===== src/design/ruci_delay.sv =====
// ----------------------------------------------------------------------------
// Ray unit cube intersection: alignment delay line
// A chain of registers that carries payload alongside the pipeline.
// ----------------------------------------------------------------------------
`default_nettype none

module ruci_delay #(
    parameter int WIDTH = 8,
    parameter int DEPTH = 2
) (
    input  wire logic             clk,
    input  wire logic             en,
    input  wire logic [WIDTH-1:0] din,
    output logic      [WIDTH-1:0] dout
);

    logic [WIDTH-1:0] tap_reg [DEPTH];

    // Each tap moves one place along when the pipeline advances.
    always_ff @(posedge clk)
    begin
        if (en)
        begin
            tap_reg[0] <= din;
            for (int i = 1; i < DEPTH; i++)
            begin
                tap_reg[i] <= tap_reg[i-1];
            end
        end
    end

    assign dout = tap_reg[DEPTH-1];

endmodule

`default_nettype wire


===== config.mk =====
export PLATFORM = sky130hd
export DESIGN_NAME = ruci_delay
export DESIGN_NICKNAME = d
export VERILOG_FILES = /design/src/design/ruci_delay.sv
export SDC_FILE = /design/constraint.sdc
export NUM_CORES = 1
export LEC_CHECK = 0
export BUFFER_PORTS_ARGS = -buffer_cell sky130_fd_sc_hd__buf_4
export CAP_MARGIN = 20
export CORE_AREA = 2 2 39 41
export CTS_BUF_LIST = sky130_fd_sc_hd__clkbuf_4
export DETAILED_ROUTE_END_ITERATION = 6
export DIE_AREA = 0 0 41 43
export HOLD_SLACK_MARGIN = 0.03
export PLACE_DENSITY = 0.74
export SLEW_MARGIN = 30
export SYNTH_ARGS = -nofsm -noshare
export SYNTH_HDL_FRONTEND = slang
export SYNTH_SLANG_ARGS = --single-unit

===== constraint.sdc =====
create_clock -name clk -period 0.8 [get_ports clk]
set_input_delay 0.12 -clock clk [delete_from_list [all_inputs] [get_ports clk]]
set_output_delay 0.12 -clock clk [all_outputs]
set_load 0.05 [all_outputs]

==> flow_summary.ini, run 1 <==
[synth]
netlist_top_cells_area = edfxtp_1 89%, buf_4 11%
ys_ff_latch = 16
synth_top_area_share_pct = 88.9
synth.distinct_cells = 2
syn_area_um2 = 541
synthCells = 24
synth_warnings = 0
syn_area_per_cell_um2 = 22.5
synth.net_count = 34
synth_seq_area_share_pct = 88.9
yosysTopAreaCell = edfxtp_1

[grt]
first_global_vias = 242
grt_max_degree = 17
antenna_found_initial = 0
grt_pass1_wl_um = 924
grt.overflow.total = 0
grt_usage_pct = 8.36

[worst_setup_path]
crit_type = flip-flop to primary output
cpLargestDelayFamily = flip-flops
cp.required_ps = 680
slowest_stage = edfxtp_1
cp_num_buf_inv = 1
cp_max_fo = 1
crit_path_end_kind = primary output
crit_path_start_kind = flip-flop
path_cells = buf_6
slowest_delay_ps = 390
crit_arrival_ps = 820

[floorplanning]
fp.coreArea_um2 = 1380
floorplan.initialDensity_pct = 39.1
dieArea_um2 = 1760
die_h_um = 43
row_count = 14
io_pins = 18
die_w_um = 41

[flow_run]
max_cap_viol_count = 0

[timing]
slew_violations = 0
finalCritPeriodShare_pct = 118
setup_slack_ps = -143
fin_skew_ps = 2.68
setup_viol = 8
min_period_ps = 943
clock.fmax_ghz = 1.06
grt_setup_unrepaired = yes
max_slew.worst_pin.slew_ps = 192
final-hold-violation-count = 0
max_slew_margin_pct = 87.2

[power]
p_leak_nw = 0.295
peakVddDrop_uv = 934
fin_total_pwr_mw = 1.61
powerDensity_nw_per_um2 = 2110

[final_layout]
areaGrowthSynthToFinish_pct = 40.7
fillers = 115
final_cell_mix = 16 x edfxtp_1, 9 x buf_4, 8 x dlygate4sd3_1, 8 x buf_6, 3 x clkbuf_4
final_cell_area_um2 = 761
utilization_pct = 55.0
largest_reg_flops = 16
drive_gt1_share_pct = 45.5
multi_input_area_um2 = 0
layout_commonest_cell = edfxtp_1
nets = 56
n_antenna_cell = 0
nMultiInputCombCells = 0

[drt]
post_drt_wl_per_cell_um = 9.30
final_antenna_net_count = 0
drtPass1Iterations = 2
drtIter0Drc = 3
via_per_inst = 4.12
drcViolationCount = 0
vias = 247
routed_wl_um = 558

[outcome]
outcome = complete, but fails checks
failed_checks = setup timing

[cts]
h-tree-depth = 1
cts_tree = built
clkSlewWorstSetupHoldPaths_ps = 80
post_cts_buffers = 0
clk_path_buf_depth = 2
insertion_delay_ps = 260
clock-sinks = 16
numCtsBuffers = 3
root_buffer = clkbuf_4

[place]
placed_area_um2 = 628
io_buffers = 17
gp_congestion = 0.605
place_ws_ps = 122

[min_path]
hold_path_class = input port to flip-flop
==> power breakdown <==
group | leakage, nW | switching [mW] | internal [mW]
clock | 0.0138 | 0.192 | 0.173
sequential | 0.157 | 0.0194 | 0.993
combinational | 0.125 | 0.126 | 0.102
total | 0.295 | 0.337 | 1.27
==> routing by layer <==
layer,wire length (µm),track usage [%]
met1,192,8.82
met2,307,12.8
met3,58,3.14
met4,0,6.00
met5,0,0
==> worst paths after layout <==
kind                                                from                        to  slack, ps  cells after the start
worst max-delay path            tap_reg[0][11]$_DFFE_PP_                   dout[3]       -140                      1
worst min-delay path                                  en  tap_reg[0][15]$_DFFE_PP_        220                      1
worst max register to register   tap_reg[0][1]$_DFFE_PP_   tap_reg[0][9]$_DFFE_PP_        170                      0
worst min register to register   tap_reg[0][6]$_DFFE_PP_  tap_reg[0][14]$_DFFE_PP_        420                      0
==> Yosys cell counts <==
cell type  instances
buf_4              8
edfxtp_1          16
==> cell type report <==
cell class,count,area (µm²),share of cell area (%)
clock buffer,3,22.5,2.96
sequential,16,480,63.2
tap,16,20.0,2.63
timing repair buffer,25,238,31.2
==> cell families after synthesis <==
kind of cell,count (synthesis),synth area share [%]
flops,16,88.9
buf+inv,8,11.1
==> stage by stage <==
| step | std cells | setup TNS [ps] | hold WS (ps) |
|---|---|---|---|
| after floorplan | 24 | 0 | 219 |
| after global placement | 49 | 0 | 298 |
| after detailed placement | 49 | 0 | 299 |
| after CTS | 60 | -1180 | 214 |
| after global routing | 60 | -1420 | 205 |
| final | 60 | -1040 | 218 |
==> timing repair <==
action	4_1_cts	5_1_grt
hold buffers	8	0
resized for setup	8	0
endpoints found under the hold margin	8	0
setup endpoints to repair	8	8
(Power assumes the default switching activity.)
==> inputs of run 2 (changes only) <==
--- a/config.mk
+++ b/config.mk
@@ -13,6 +13,7 @@
 export DIE_AREA = 0 0 41 43
 export HOLD_SLACK_MARGIN = 0.03
 export PLACE_DENSITY = 0.74
+export RECOVER_POWER = 100
 export SLEW_MARGIN = 30
 export SYNTH_ARGS = -nofsm -noshare
 export SYNTH_HDL_FRONTEND = slang
==> flow_summary.ini, run 2 (synthesis results as in run 1) <==
[drt]
post_drt_wl_per_cell_um = 9.02
drtIter0Drc = 3
drtPass1Iterations = 3
routed_wl_um = 541
via_per_inst = 4.08
final_antenna_net_count = 0
vias = 245
drcViolationCount = 0

[worst_setup_path]
cp.required_ps = 680
slowest_stage = edfxtp_1
slowest_delay_ps = 390
crit_type = flip-flop to primary output
cp_max_fo = 1
cpLargestDelayFamily = flip-flops
crit_path_end_kind = primary output
crit_path_start_kind = flip-flop
cp_num_buf_inv = 1
path_cells = buf_6
crit_arrival_ps = 820

[floorplanning]
row_count = 14
io_pins = 18
fp.coreArea_um2 = 1380
die_h_um = 43
floorplan.initialDensity_pct = 39.1
die_w_um = 41
dieArea_um2 = 1760

[final_layout]
n_antenna_cell = 0
largest_reg_flops = 16
areaGrowthSynthToFinish_pct = 40.3
utilization_pct = 54.8
multi_input_area_um2 = 0
final_cell_mix = 16 x edfxtp_1, 11 x clkbuf_4, 8 x dlygate4sd3_1, 8 x buf_6, 1 x clkbuf_2
final_cell_count_no_fill = 60
fillers = 116
nets = 56
nMultiInputCombCells = 0
layout_commonest_cell = edfxtp_1
drive_gt1_share_pct = 45.5

[grt]
grt_usage_pct = 8.36
first_global_vias = 242
antenna_found_initial = 0
grt_max_degree = 17
grt.overflow.total = 0
grt_pass1_wl_um = 924

[timing]
max_slew.worst_pin.slew_ps = 372
max_slew_margin_pct = 75.2
fin_skew_ps = 0.839
grt_setup_unrepaired = yes
slew_violations = 0
finalCritPeriodShare_pct = 118
min_period_ps = 942
final-hold-violation-count = 0
setup_viol = 8
clock.fmax_ghz = 1.06
setup_slack_ps = -142

[power]
powerDensity_nw_per_um2 = 2110
peakVddDrop_uv = 937
fin_total_pwr_mw = 1.60
p_leak_nw = 0.293

[place]
dp.cells = 49
io_buffers = 17
gp_congestion = 0.605

[cts]
root_buffer = clkbuf_4
numCtsBuffers = 3
h-tree-depth = 1
clock-sinks = 16
cts_tree = built
post_cts_buffers = 0
clk_path_buf_depth = 2
clkSlewWorstSetupHoldPaths_ps = 80
insertion_delay_ps = 260

[outcome]
outcome = complete, but fails checks
failed_checks = setup timing

[flow_run]
max_cap_viol_count = 0

[min_path]
hold_path_class = input port to flip-flop
## run 2: cell types whose count changed in the layout (fill, tap and decap cells not counted), sizes merged
cell    change
clkbuf      +9
buf         -9
## run 2: where the power goes
part	switching, mW	internal, mW
Clock	0.192	0.173
Sequential	0.0194	0.994
Combinational	0.125	0.0981
## run 2: layout make-up
type / count / area [µm²] / share of cell area (%)
sequential: 16 / 480 / 63.4
timing repair buffer: 25 / 235 / 31.0
clock buffer: 3 / 22.5 / 2.97
tap: 16 / 20.0 / 2.64
## run 2: worst paths after layout
path                                 start                  endpoint  slack, ps  depth (start not counted)
setup / recovery  tap_reg[0][11]$_DFFE_PP_                   dout[3]       -140                          1
hold reg to reg    tap_reg[0][6]$_DFFE_PP_  tap_reg[0][14]$_DFFE_PP_        420                          0
hold / removal                          en  tap_reg[0][15]$_DFFE_PP_        350                          1
setup reg to reg   tap_reg[0][3]$_DFFE_PP_  tap_reg[0][11]$_DFFE_PP_        170                          0
## run 2: stage by stage
step / cell area [µm²] / TNS, ps / setup WS (ps) / hold slack [ps]
floorplan: 541 / 0 / 157 / 219
global placement: 628 / 0 / 148 / 298
detailed placement: 628 / 0 / 122 / 299
CTS: 761 / -1180 / -165 / 214
global route: 758 / -1420 / -193 / 356
finish: 758 / -1040 / -142 / 346
## run 2: what timing repair did
item                       in CTS  in global routing
hold buffers                    8                  0
hold endpoints to repair        8                  0
setup endpoints to repair       8                  8
gates resized for setup         8                  0
## run 2: layer usage
layer	track usage, %	wire [µm]
met5	0	0
met4	6.00	0
met3	3.14	58
met2	12.8	309
met1	8.82	173
